==> src/sv/hmec_pkg.sv <==
// Package: shared types, constants and state codes for the hit merge block.
`timescale 1ns / 1ps
package hmec_pkg;

   localparam int MaxHits = 255;
   localparam int CountWidth = 9;
   localparam int SumWidth = 37;
   localparam int WsumWidth = 61;
   localparam int QuotWidth = 61;
   localparam int DivCountWidth = 6;

   localparam logic [1:0] KIND_BANK = 2'd0;
   localparam logic [1:0] KIND_COLLISION = 2'd1;
   localparam logic [1:0] KIND_TERMINATION = 2'd2;
   localparam logic [1:0] KIND_OTHER = 2'd3;

   localparam logic [1:0] STATUS_OK = 2'd0;
   localparam logic [1:0] STATUS_ZERO_TOTAL = 2'd1;
   localparam logic [1:0] STATUS_UNKNOWN_KIND = 2'd2;
   localparam logic [1:0] STATUS_OVERFLOW = 2'd3;

   localparam logic CSR_DETECTOR_CELL = 1'b0;
   localparam logic CSR_PAIR_REACTION = 1'b1;

   localparam logic signed [10:0] PAIR_REACTION_RESET = -11'sd4;
   localparam logic [23:0] DETECTOR_CELL_RESET = 24'd1;

   typedef enum logic [2:0] {
      ST_IDLE,
      ST_UPDATE,
      ST_DIV_START,
      ST_DIV_RUN,
      ST_EMIT
   } state_type;

   typedef struct packed {
      logic update;
      logic div_start;
      logic div_step;
      logic div_next_axis;
      logic load_result;
   } cmd_type;

   typedef struct packed {
      logic       result_needed;
      logic       need_divide;
      logic       div_done;
      logic       last_axis;
   } stat_type;

endpackage

==> src/sv/hmec_ctrl.sv <==
// Controller: sequences accumulate, divide and emit for each request.
`timescale 1ns / 1ps
module hmec_ctrl (
   input  logic              clock,
   input  logic              reset,
   input  logic              req_valid,
   output logic              req_ready,
   output logic              rsp_valid,
   input  logic              rsp_ready,
   input  hmec_pkg::stat_type stat,
   output hmec_pkg::cmd_type  cmd
);
   import hmec_pkg::*;

   state_type state_ff, state_in;

   always_ff @(posedge clock) begin
      if (reset) begin
         state_ff <= ST_IDLE;
      end else begin
         state_ff <= state_in;
      end
   end

   always_comb begin
      state_in = state_ff;
      cmd = '0;
      req_ready = 1'b0;
      rsp_valid = 1'b0;
      unique case (state_ff)
         ST_IDLE: begin
            req_ready = 1'b1;
            if (req_valid) begin
               state_in = ST_UPDATE;
            end
         end
         ST_UPDATE: begin
            cmd.update = 1'b1;
            if (stat.result_needed && stat.need_divide) begin
               state_in = ST_DIV_START;
            end else if (stat.result_needed) begin
               cmd.load_result = 1'b1;
               state_in = ST_EMIT;
            end else begin
               state_in = ST_IDLE;
            end
         end
         ST_DIV_START: begin
            cmd.div_start = 1'b1;
            state_in = ST_DIV_RUN;
         end
         ST_DIV_RUN: begin
            cmd.div_step = 1'b1;
            if (stat.div_done) begin
               if (stat.last_axis) begin
                  cmd.load_result = 1'b1;
                  state_in = ST_EMIT;
               end else begin
                  cmd.div_next_axis = 1'b1;
                  state_in = ST_DIV_START;
               end
            end
         end
         ST_EMIT: begin
            rsp_valid = 1'b1;
            if (rsp_ready) begin
               state_in = ST_IDLE;
            end
         end
         default: begin
            state_in = ST_IDLE;
         end
      endcase
   end
endmodule

==> config.mk <==
export PLATFORM = sky130hd
export DESIGN_NAME = hmec_ctrl
export DESIGN_NICKNAME = d
export VERILOG_FILES = /design/src/sv/hmec_pkg.sv /design/src/sv/hmec_ctrl.sv
export SDC_FILE = /design/constraint.sdc
export NUM_CORES = 1
export LEC_CHECK = 0
export BUFFER_PORTS_ARGS = -buffer_cell sky130_fd_sc_hd__buf_2
export CAP_MARGIN = 20
export CORE_AREA = 5 5 42 44
export DETAILED_ROUTE_END_ITERATION = 8
export DIE_AREA = 0 0 47 49
export GPL_ROUTABILITY_DRIVEN = 0
export PLACE_DENSITY = 0.48
export SETUP_SLACK_MARGIN = 0.3
export SLEW_MARGIN = 10
export SYNTH_ARGS = -nofsm -noshare
export SYNTH_HDL_FRONTEND = slang
export SYNTH_SLANG_ARGS = --single-unit
==> constraint.sdc <==
create_clock -name clock -period 1.19 [get_ports clock]
set_input_delay 0.238 -clock clock [delete_from_list [all_inputs] [get_ports clock]]
set_output_delay 0.238 -clock clock [all_outputs]
set_load 0.01 [all_outputs]
# After elaboration in Yosys (flattened, before gate mapping)
# Cells that the tools add are included.
# classes
n_eq_ne	7
n_mux	18
reduce_logical	3
# op_table
cell	count
3-bit two-way mux	6
3-bit case mux with 5 select lines	1
1-bit two-way mux	8
3-bit by 2-bit equality test with 1-bit output, second input constant	2
2-bit != test, second input constant	3
2-bit two-way mux	2
3-bit by 1-bit equality test with 1-bit output, second input constant	1
3-bit equality test, second input constant	1
3-bit logical NOT	1
3-bit AND reduction	1
1-bit case mux with 2 select lines	1
1-bit logical AND	1
# totals
regBits	3
inputBits	8
output_inout_bits	7

# Depth between registers and ports, before layout
# Gate-level depths: netlist of run 1.
# depth
depth_word	3
mapped_depth	4
mapped_depth_nobuf	3

# Least setup slack after synthesis of run 1
# No wires, ideal clock.
# synth_path
path_kind	reg2out
startpoint	register state_ff[1]
endpoint	output port cmd[1] (netlist bit)
t_arrival_ps	936
required_time_ps	952
path_slack_ps	16
stages_incl_launch_ff	4
path_buffers	1
path_cell_list	dfxtp_1 buf_6 inv_1 nor4_1
# synth_rtl
item	line_no	source
from (decl)	hmec_ctrl.sv:15	state_type state_ff, state_in;
from (signal assigned)	hmec_ctrl.sv:21	state_ff <= state_in;
to (decl)	hmec_ctrl.sv:11	output hmec_pkg::cmd_type cmd

==> results of run 1 <==
==> cells in the final DEF, fill, tap and decap left out, drive strengths merged <==
master / instances
a2bb2oi: 1
a31oi: 2
a41o: 1
buf: 26
clkbuf: 4
dfxtp: 3
inv: 2
nand2: 1
nand2b: 1
nor2: 5
nor3: 4
nor3b: 2
nor4: 1
o31ai: 1
==> cell families (layout without fill, tap and decap cells) <==
kind of cell / Yosys count / count (layout)
flip-flops: 3 / 3
buffers and inverters: 3 / 32
AND/OR/NAND/NOR: 14 / 14
AO/OA/AOI/OAI: 5 / 5
==> final cells by class <==
| cell class | count | area, µm² | area share, % |
|---|---|---|---|
| clock buffers | 4 | 26.3 | 5.26 |
| inverters | 2 | 7.51 | 1.50 |
| multi-input cells | 19 | 190 | 38.1 |
| flip-flops and latches | 3 | 68.8 | 13.8 |
| well taps | 16 | 20.0 | 4.01 |
| repair buffers | 26 | 186 | 37.3 |
==> timing repair <==
action / in CTS / in global routing
gates resized for setup: 13 / 8
pin swaps: 7 / 4
gates cloned: 0 / 0
buffers inserted: 4 / 2
endpoints found under the setup margin: 10 / 10
hold endpoints to repair: 0 / 0
==> worst paths after layout <==
check	endpoint	slack, ps	cells after the start
setup / recovery	cmd[0]	-110	4
hold / removal	state_ff[1]	260	2
setup reg to reg	state_ff[2]	20	6
hold reg to reg	state_ff[1]	530	2
==> metal layers <==
layer / up-vias / part of all wire, %
met5: - / 0
met4: 0 / 0
met3: 0 / 8.2
met2: 12 / 54
met1: 145 / 37
li1: 150 / -
==> worst register-to-register path: cells and delay by family (launching register included) <==
family	cells	cell delay (ps)
buffers and inverters	3	350
AOI/OAI and AO/OA	2	230
DFF	1	350
and+or+nand+nor	1	150
==> report_power, final <==
part           internal, mW  switching [mW]
logic                0.0731          0.0595
registers             0.105         0.00724
clock network         0.126          0.0530
total                 0.303           0.120
==> stage by stage <==
step	worst slack, ps	instance area [µm²]	hold slack [ps]
floorplan	138	228	309
global placement	18.1	352	475
detailed placement	11.0	352	478
CTS	-120	444	230
global route	-203	499	239
finish	-109	499	256
==> tab_implementation.tex, run 1 <==
\begin{tabular}{lr}
\hline
Metric & Value \\
\hline
\multicolumn{2}{l}{\textbf{Finish}} \\
Final standard cell utilization of the core & 35.6\% \\
Number of standard cells in the layout, taps in and fillers out & 70 \\
Largest registers & state\_ff: 3 flops \\
Final-layout fill cell count & $\sim$160 \\
Max reg flops & 3 \\
Layout area overhead & 140\% \\
Final \#Nets & 63 \\
Number of antenna cells inserted & 0 \\
Register with the most flip-flops & state\_ff \\
Fraction of final layout cells with drive strength greater than 1 & 79.6\% \\
\multicolumn{2}{l}{\textbf{GRT}} \\
Total GRT Usage & approximately 7.5\% \\
Met3 global-route usage & 3.32\% \\
Pin count of the biggest net entering global routing & 6 \\
Most utilized layer in the global route result & met2 \\
Global routing met1 resource utilization & 8.99\% \\
Global route overflow & 0 \\
Via count of the first global-routing pass & around 280 \\
Met2 track demand over resource & roughly 11\% \\
Number of antenna violations at the first check in global routing & 0 \\
Global-route wire length before repair & approximately 1.2 mm \\
\multicolumn{2}{l}{\textbf{Worst hold path}} \\
Classification of the worst-slack hold path & in2reg \\
Hold path startpoint & reset \\
\multicolumn{2}{l}{\textbf{Synthesis}} \\
Number of synthesized register bits & 3 \\
Share of synthesized flip-flops with an asynchronous set or reset & 0\% \\
Compound-Gate Fraction of Synth Area & between 20\% and 30\% \\
Commonest cells post-synth & sky130\_fd\_sc\_hd\_\_nor2\_1, sky130\_fd\_sc\_hd\_\_dfxtp\_1, sky130\_fd\_sc\_hd\_\_nor3\_1 \\
Post-synth EDFFs & 0 \\
Synthesized cell area & about 210 µm² \\
Fraction of the mapped netlist area in adder cells & 0\% \\
XOR/XNOR share of the synthesized area & 0\% \\
Sequential-to-total area share from yosys stat & between 20 and 30\% \\
Largest family of logic cells by synthesized area & simple AND/OR/NAND/NOR gates \\
Dominant register cell in the synthesized netlist & sky130\_fd\_sc\_hd\_\_dfxtp\_1 \\
Cell taking the most area after synthesis & sky130\_fd\_sc\_hd\_\_dfxtp\_1 \\
Average cell area after synthesis & just over 8 µm² \\
YS warnings & 0 \\
Most frequent cell after synthesis & sky130\_fd\_sc\_hd\_\_nor2\_1 \\
Syn Inst Count & 25 \\
Simple-gate share of the synthesized area & a little over 40\% \\
Top area cells in the synthesized netlist & sky130\_fd\_sc\_hd\_\_dfxtp\_1, sky130\_fd\_sc\_hd\_\_nor3b\_2, sky130\_fd\_sc\_hd\_\_nor2\_1 \\
Top cell type's share of synthesized area & roughly 29\% \\
Net count after synthesis & 33 \\
Number of unique standard cell types used by synthesis & 14 \\
Mux cell area share after synthesis & 0\% \\
\multicolumn{2}{l}{\textbf{Worst setup path}} \\
Startpoint types & flop \\
Critical-path cell list & nor3b\_2 > a31oi\_1 > nor2\_1 > buf\_2 \\
Worst Path Arrival & around 1100 ps \\
Worst r2r src & state\_ff[1] \\
Buf/Inv on CP & 1 \\
Slowest cell on crit path & sky130\_fd\_sc\_hd\_\_dfxtp\_4 \\
Maximum fanout along the worst path & 5 \\
Worst stage delay on the critical path & roughly 370 ps \\
Top delay family on crit path & flip-flops \\
Timing startpoint of the critical path & state\_ff[1] \\
Crit path required time & 950 ps \\
Type of element capturing the critical path & output port \\
Category of the critical setup timing path & reg2out \\
\multicolumn{2}{l}{\textbf{Clock tree}} \\
H-tree lvl count & 1 \\
Hold buffers post-CTS & 0 \\
Clock tree from TritonCTS & yes \\
Source-to-sink clock delay at the later pin of the worst-skew pair & about 230 ps \\
Clock net sink count & 3 \\
Clock root buffer & sky130\_fd\_sc\_hd\_\_clkbuf\_4 \\
Total CTS buffers & 3 \\
Worst-case clock buffer depth & 2 \\
Clock-pin transition on the worst setup and hold timing paths & 40 ps \\
\multicolumn{2}{l}{\textbf{Detailed routing}} \\
Post-route DRC & 0 \\
Via density & $\sim$4.4 \\
Routed Antenna Nets & 0 \\
Detailed-route via count & between 300 and 400 \\
First-pass iteration count of the detailed router & 3 \\
Violation count after the first detailed-route iteration & 1 \\
DRT Wirelength & 796 µm \\
Avg WL per Cell & 11.4 µm \\
\multicolumn{2}{l}{\textbf{STA}} \\
Final period utilization & 109\% \\
Accumulated negative setup slack & -447 ps \\
Slew Viols, Final & 0 \\
Fin Clk Skew & approximately 3.0 ps \\
Worst relative slew slack & between 80\% and 90\% \\
Slew @ Worst Pin & about 230 ps \\
Unrepaired setup endpoints after global routing & yes \\
Minimum period implied by the final worst setup slack & between 1000 and 1500 ps \\
Setup ws final & -109 ps \\
Final count of negative-setup-slack endpoints & 6 \\
Highest achievable clock rate & about 770 MHz \\
Fin. Hold Viols & 0 \\
\multicolumn{2}{l}{\textbf{Die}} \\
Standard-cell rows & 14 \\
Floorplan die width & between 40 and 50 µm \\
Number of top-level pins & 15 \\
Die area & approximately 0.0023 mm² \\
Die height & 49 µm \\
Effective utilization at floorplan & between 10\% and 20\% \\
Placeable Area & 0.00140 mm² \\
\multicolumn{2}{l}{\textbf{Power}} \\
Maximum vdd ir drop & approximately 0.34 mV \\
Leakage Power & roughly 0.23 nW \\
Power per cell area & 848 mW/mm² \\
Power consumption & 423 µW \\
\multicolumn{2}{l}{\textbf{Status}} \\
Failing checks & setup timing \\
Result of the run & finished, violations left \\
\multicolumn{2}{l}{\textbf{Place}} \\
Placed cell count & 60 \\
Total half-perimeter wirelength after legalization and detailed placement & $\sim$540 µm \\
Port buffer count & 14 \\
\multicolumn{2}{l}{\textbf{Run}} \\
Maximum Capacitance Violations & 0 \\
\hline
\end{tabular}
(Power assumes the default switching activity.)
==> inputs of run 2 (changes only) <==
ABC_AREA = 1   (was unset)
PLACE_DENSITY = 0.5   (was 0.48)
==> run 2 against run 1 <==
Against the previous run: global-route usage up 0.99 points; sequential share of layout area down 0.21 points; highest routed layer is now met4; cell count up 19%; the flow still finishes with violations (setup timing); critical endpoint unchanged.
==> tab_implementation.tex, run 2 <==
\begin{tabular}{lr}
\hline
Metric & Value \\
\hline
\multicolumn{2}{l}{\textbf{Status}} \\
Result of the run & finished, violations left \\
Failing checks & setup timing \\
\multicolumn{2}{l}{\textbf{Clock tree}} \\
Clock root buffer & sky130\_fd\_sc\_hd\_\_clkbuf\_4 \\
Worst-case clock buffer depth & 2 \\
H-tree lvl count & 1 \\
Clock tree from TritonCTS & yes \\
Total CTS buffers & 3 \\
Clock net sink count & 3 \\
Source-to-sink clock delay at the later pin of the worst-skew pair & $\sim$240 ps \\
Clock-pin transition on the worst setup and hold timing paths & roughly 40 ps \\
\multicolumn{2}{l}{\textbf{Power}} \\
Power per cell area & $\sim$840 mW/mm² \\
Leakage Power & approximately 0.3 nW \\
Maximum vdd ir drop & 0.374 mV \\
\multicolumn{2}{l}{\textbf{Finish}} \\
Register with the most flip-flops & state\_ff \\
Final \#Nets & 76 \\
Number of antenna cells inserted & 0 \\
Fraction of final layout cells with drive strength greater than 1 & roughly 73\% \\
Total non-filler cell area in the finished layout & 526 µm² \\
Largest registers & state\_ff: 3 flops \\
Layout area overhead & 121\% \\
Final-layout fill cell count & 166 \\
Leading cell types in the layout, fill and taps excluded & sky130\_fd\_sc\_hd\_\_buf\_2, sky130\_fd\_sc\_hd\_\_buf\_4, sky130\_fd\_sc\_hd\_\_inv\_1 \\
Final standard cell utilization of the core & 37.5\% \\
Commonest non-fill, non-tap cell in the layout & sky130\_fd\_sc\_hd\_\_buf\_2 \\
Max reg flops & 3 \\
\multicolumn{2}{l}{\textbf{Detailed routing}} \\
Violation count after the first detailed-route iteration & 3 \\
First-pass iteration count of the detailed router & 4 \\
Detailed-route via count & 346 \\
Routed Antenna Nets & 0 \\
DRT Wirelength & approximately 830 µm \\
Post-route DRC & 0 \\
Via density & between 4 and 5 \\
Avg WL per Cell & about 9.9 µm \\
\multicolumn{2}{l}{\textbf{Synthesis}} \\
Number of unique standard cell types used by synthesis & 14 \\
Net count after synthesis & between 40 and 50 \\
Top cell type's share of synthesized area & between 20 and 30\% \\
Commonest cells post-synth & sky130\_fd\_sc\_hd\_\_inv\_1, sky130\_fd\_sc\_hd\_\_nand2\_1, sky130\_fd\_sc\_hd\_\_nor2\_1 \\
Dominant register cell in the synthesized netlist & sky130\_fd\_sc\_hd\_\_dfxtp\_1 \\
Share of synthesized flip-flops with an asynchronous set or reset & 0\% \\
Cell taking the most area after synthesis & sky130\_fd\_sc\_hd\_\_dfxtp\_1 \\
Syn Inst Count & 39 \\
Number of synthesized register bits & 3 \\
Post-synth EDFFs & 0 \\
Top area cells in the synthesized netlist & sky130\_fd\_sc\_hd\_\_dfxtp\_1, sky130\_fd\_sc\_hd\_\_inv\_1, sky130\_fd\_sc\_hd\_\_nand2\_1 \\
Sequential-to-total area share from yosys stat & about 25\% \\
Synthesized cell area & approximately 240 µm² \\
Most frequent cell after synthesis & sky130\_fd\_sc\_hd\_\_inv\_1 \\
Average cell area after synthesis & $\sim$6 µm² \\
YS warnings & 0 \\
\multicolumn{2}{l}{\textbf{Die}} \\
Standard-cell rows & 14 \\
Number of top-level pins & 15 \\
Floorplan die width & $\sim$47 µm \\
Die area & approximately 0.0023 mm² \\
Die height & a little under 50 µm \\
Placeable Area & roughly 0.0014 mm² \\
Effective utilization at floorplan & between 10\% and 20\% \\
\multicolumn{2}{l}{\textbf{STA}} \\
Fin. Hold Viols & 0 \\
Unrepaired setup endpoints after global routing & yes \\
Final period utilization & 113\% \\
Fin Clk Skew & 3.21 ps \\
Slew Viols, Final & 0 \\
Worst relative slew slack & 88.7\% \\
Slew @ Worst Pin & $\sim$170 ps \\
Minimum period implied by the final worst setup slack & around 1300 ps \\
Highest achievable clock rate & $\sim$740 MHz \\
Final count of negative-setup-slack endpoints & 8 \\
Setup ws final & -154 ps \\
\multicolumn{2}{l}{\textbf{GRT}} \\
Global route overflow & 0 \\
Pin count of the biggest net entering global routing & 5 \\
Number of antenna violations at the first check in global routing & 0 \\
Global-route wire length before repair & approximately 1.3 mm \\
Via count of the first global-routing pass & approximately 310 \\
Total GRT Usage & $\sim$8.5\% \\
\multicolumn{2}{l}{\textbf{Worst setup path}} \\
Category of the critical setup timing path & reg2out \\
R2r worst-path depth & 8 \\
Startpoint types & flop \\
Crit path required time & 950 ps \\
Maximum fanout along the worst path & 3 \\
Type of element capturing the critical path & output port \\
Worst Path Arrival & between 1000 and 1500 ps \\
\multicolumn{2}{l}{\textbf{Place}} \\
Total half-perimeter wirelength after legalization and detailed placement & between 500 and 600 µm \\
Port buffer count & 14 \\
Total placed instance area & 360 µm² \\
\multicolumn{2}{l}{\textbf{Run}} \\
Maximum Capacitance Violations & 0 \\
\multicolumn{2}{l}{\textbf{Worst hold path}} \\
Number of cells on the worst hold path & 2 \\
Classification of the worst-slack hold path & in2reg \\
\hline
\end{tabular}
==> run 2: final timing paths <==
kind	startpoint	to	slack, ps
max	state_ff[0]	cmd[0]	-150
min	reset	state_ff[1]	180
max reg2reg	state_ff[1]	state_ff[1]	0
min reg2reg	state_ff[2]	state_ff[1]	630
==> run 2: routing by layer <==
layer  track usage (%)  share of wire (%)
met1              9.21                 37
met5                 0                  0
met4              8.29                3.9
met3              5.17                 11
met2              10.6                 48
==> run 2: kinds of logic (layout without fill, tap and decap cells) <==
logic type	after synthesis	in the layout	synth area share, %
AOI/OAI and AO/OA	3	3	8.42
buffers and inverters	10	38	15.8
DFF	3	3	25.3
and+or+nand+nor	23	23	50.5
==> run 2: worst max-delay path: stages (launching register included) <==
cell and delay [ps]:
sky130_fd_sc_hd__dfxtp_4 380, sky130_fd_sc_hd__inv_4 40, sky130_fd_sc_hd__nor3_4 110, sky130_fd_sc_hd__nand3b_1 140
sky130_fd_sc_hd__nand2_2 100, sky130_fd_sc_hd__buf_6 100
==> run 2: cell type report <==
cell class / instances / area (µm²) / area share (%)
timing repair buffer: 24 / 171 / 32.6
clock buffer: 4 / 26.3 / 5.00
sequential: 3 / 71.3 / 13.6
multi-input combinational: 26 / 196 / 37.4
inverter: 10 / 40.0 / 7.62
tap: 16 / 20.0 / 3.81
==> run 2: stage by stage <==
stage / hold slack [ps] / worst slack, ps / power [mW] / TNS, ps / instances
after floorplan: 300 / 168 / 0.179 / 0 / 39
after global placement: 422 / 34.6 / 0.215 / 0 / 70
after detailed placement: 421 / 67.4 / 0.215 / 0 / 70
after CTS: 172 / -152 / 0.427 / -631 / 79
after global routing: 160 / -234 / 0.495 / -1390 / 83
final: 175 / -154 / 0.441 / -756 / 83
==> run 2: repair_timing <==
action                                  in CTS  in global routing
buffers inserted                             5                  4
hold buffers                                 0                  0
gates resized for setup                     16                  4
endpoints found under the setup margin      10                 10
pin swaps                                    9                  2
==> run 2: where the power goes <==
group / switching [mW] / internal [mW] / total, mW
Combinational: 0.0695 / 0.0724 / 0.142
Clock: 0.0548 / 0.126 / 0.181
Sequential: 0.0130 / 0.106 / 0.119
==> inputs of run 3 (changes only) <==
clock period = 1.6 ns   (was 1.19 ns; I/O delays follow)
==> run 3 against run 2 <==
Against the previous run: the flow now finishes without violations; design area decreased by 20%; clock skew shrank 2.3 ps; largest cell class unchanged; power down 32%; global-route usage shrank 1.6 points; critical path depth stayed put; flip-flop and latch count unchanged.
==> tab_implementation.tex, run 3 (synthesized netlist as in run 2, its figures left out) <==
\begin{tabular}{lr}
\hline
Metric & Value \\
\hline
\multicolumn{2}{l}{\textbf{Detailed routing}} \\
Via density & between 3 and 4 \\
Detailed-route via count & approximately 310 \\
Violation count after the first detailed-route iteration & 4 \\
First-pass iteration count of the detailed router & 2 \\
DRT Wirelength & $\sim$760 µm \\
Post-route DRC & 0 \\
Routed Antenna Nets & 0 \\
Avg WL per Cell & between 9 and 10 µm \\
\multicolumn{2}{l}{\textbf{GRT}} \\
Pin count of the biggest net entering global routing & 7 \\
Global-route wire length before repair & 1.07 mm \\
Number of antenna violations at the first check in global routing & 0 \\
Total GRT Usage & 6.90\% \\
Via count of the first global-routing pass & $\sim$290 \\
Global route overflow & 0 \\
\multicolumn{2}{l}{\textbf{Die}} \\
Placeable Area & 0.00140 mm² \\
Die area & approximately 0.0023 mm² \\
Die height & 49 µm \\
Number of top-level pins & 15 \\
Standard-cell rows & 14 \\
Effective utilization at floorplan & $\sim$17\% \\
Floorplan die width & about 47 µm \\
\multicolumn{2}{l}{\textbf{Clock tree}} \\
Source-to-sink clock delay at the later pin of the worst-skew pair & $\sim$230 ps \\
Total CTS buffers & 3 \\
Clock root buffer & sky130\_fd\_sc\_hd\_\_clkbuf\_4 \\
Clock tree from TritonCTS & yes \\
Worst-case clock buffer depth & 2 \\
H-tree lvl count & 1 \\
Clock-pin transition on the worst setup and hold timing paths & 40 ps \\
Clock net sink count & 3 \\
\multicolumn{2}{l}{\textbf{Finish}} \\
Leading cell types in the layout, fill and taps excluded & sky130\_fd\_sc\_hd\_\_buf\_2, sky130\_fd\_sc\_hd\_\_inv\_1, sky130\_fd\_sc\_hd\_\_nand2\_1, sky130\_fd\_sc\_hd\_\_nor2\_1, sky130\_fd\_sc\_hd\_\_buf\_4 \\
Commonest non-fill, non-tap cell in the layout & sky130\_fd\_sc\_hd\_\_buf\_2 \\
Register with the most flip-flops & state\_ff \\
Total non-filler cell area in the finished layout & $\sim$420 µm² \\
Layout area overhead & 76.8\% \\
Final-layout fill cell count & 170 \\
Area of combinational cells with multiple inputs & between 150 and 200 µm² \\
Largest registers & state\_ff: 3 flops \\
Number of antenna cells inserted & 0 \\
Register Area & around 66 µm² \\
Final \#Nets & just over 70 \\
Max reg flops & 3 \\
Fraction of final layout cells with drive strength greater than 1 & between 50\% and 60\% \\
\multicolumn{2}{l}{\textbf{Power}} \\
Sw Ratio & 29.2\% \\
Maximum vdd ir drop & 0.347 mV \\
Power per cell area & 719 mW/mm² \\
Portion of total power attributed to the clock network & between 40\% and 50\% \\
Register share of total power & 28.5\% \\
Leakage Power & 0.254 nW \\
Combinational cell fraction of total power & a little over a quarter \\
Internal cell power & $\sim$210 µW \\
Reported net switching power & $\sim$88 µW \\
\multicolumn{2}{l}{\textbf{Place}} \\
Total placed instance area & between 300 and 400 µm² \\
Worst setup timing slack at the placement stage & roughly 310 ps \\
Total half-perimeter wirelength after legalization and detailed placement & 551 µm \\
Port buffer count & 14 \\
\multicolumn{2}{l}{\textbf{STA}} \\
Slew @ Worst Pin & approximately 250 ps \\
Fin Clk Skew & a little over 0.9 ps \\
Accumulated negative setup slack & 0 ps \\
Final count of negative-setup-slack endpoints & 0 \\
Fin. Hold Viols & 0 \\
Unrepaired setup endpoints after global routing & yes \\
Minimum period implied by the final worst setup slack & 1460 ps \\
Slew Viols, Final & 0 \\
Worst relative slew slack & 82.9\% \\
Setup ws final & 136 ps \\
Final period utilization & around 91\% \\
Highest achievable clock rate & around 680 MHz \\
\multicolumn{2}{l}{\textbf{Worst setup path}} \\
Startpoint types & flop \\
Reg2reg end & state\_ff[2] \\
Maximum fanout along the worst path & 4 \\
Worst r2r src & state\_ff[1] \\
R2r worst-path depth & 10 \\
Category of the critical setup timing path & reg2out \\
Setup slack on the worst flop-to-flop path & about 160 ps \\
Crit path required time & 1280 ps \\
Type of element capturing the critical path & output port \\
Worst Path Arrival & 1140 ps \\
\multicolumn{2}{l}{\textbf{Worst hold path}} \\
Hold path startpoint & reset \\
Classification of the worst-slack hold path & in2reg \\
Number of cells on the worst hold path & 2 \\
WHS Endpoint & state\_ff[1] \\
\multicolumn{2}{l}{\textbf{Status}} \\
Result of the run & completed \\
\multicolumn{2}{l}{\textbf{Run}} \\
Maximum Capacitance Violations & 0 \\
\hline
\end{tabular}
-- run 3: changes by cell type in the layout (fill, tap and decap cells not counted), sizes merged --
cell  change
buf       -5
-- run 3: power by group through the flow --
stage          registers (mW)  logic [mW]  clock network [mW]
6_report               0.0862      0.0812               0.135
5_1_grt                0.0870      0.0909               0.154
4_1_cts                0.0866      0.0772               0.144
3_5_place_dp           0.0860      0.0641                   0
3_3_place_gp           0.0861      0.0636                   0
2_1_floorplan          0.0848      0.0394                   0
-- run 3: worst max-delay path: stages, from the launching register on --
cell                      delay [ps]
sky130_fd_sc_hd__dfxtp_4         360
sky130_fd_sc_hd__nand2_1          90
sky130_fd_sc_hd__nor2_4          130
sky130_fd_sc_hd__nand3_1         110
sky130_fd_sc_hd__nand2_2         100
sky130_fd_sc_hd__buf_6           100
-- run 3: metal layers --
layer  wire [µm]  track usage, %  up-vias
met4           0            2.76        0
met1         289            6.36      139
met3          68            5.17        0
li1            -               -      164
met2         399            11.1        8
met5           0               0        -
-- run 3: metrics by stage --
step                      std cells  power [mW]  hold WS [ps]  utilization (%)
after CTS                        78       0.308           255             28.7
after global placement           69       0.150           511             23.4
after detailed placement         69       0.150           517             23.4
final                            78       0.302           265             30.0
after global routing             78       0.332           261             30.0
after floorplan                  39       0.124           389                -
-- run 3: final cells by class --
| class | instances | share of cell area (%) |
|---|---|---|
| clock buffers | 4 | 6.25 |
| multi-input cells | 26 | 37.2 |
| well taps | 16 | 4.76 |
| flip-flops and latches | 3 | 15.8 |
| inverters | 10 | 8.93 |
| repair buffers | 19 | 27.1 |
-- run 3: what timing repair did --
item | 4_1_cts | 5_1_grt
setup endpoints to repair | 7 | 8
pin swaps | 3 | 3
buffers inserted | 5 | 0
gates resized for setup | 6 | 4
hold buffers | 0 | 0
-- run 3: how the worst max path moves through the flow --
stage | cells past startpoint | start | to
final | 5 | state_ff[1] | cmd[0]
after global routing | 5 | state_ff[0] | cmd[0]
after CTS | 5 | state_ff[0] | cmd[0]
after detailed placement | 5 | state_ff[1] | cmd[0]
after global placement | 5 | state_ff[1] | cmd[0]
after floorplan | 4 | state_ff[1] | cmd[1]
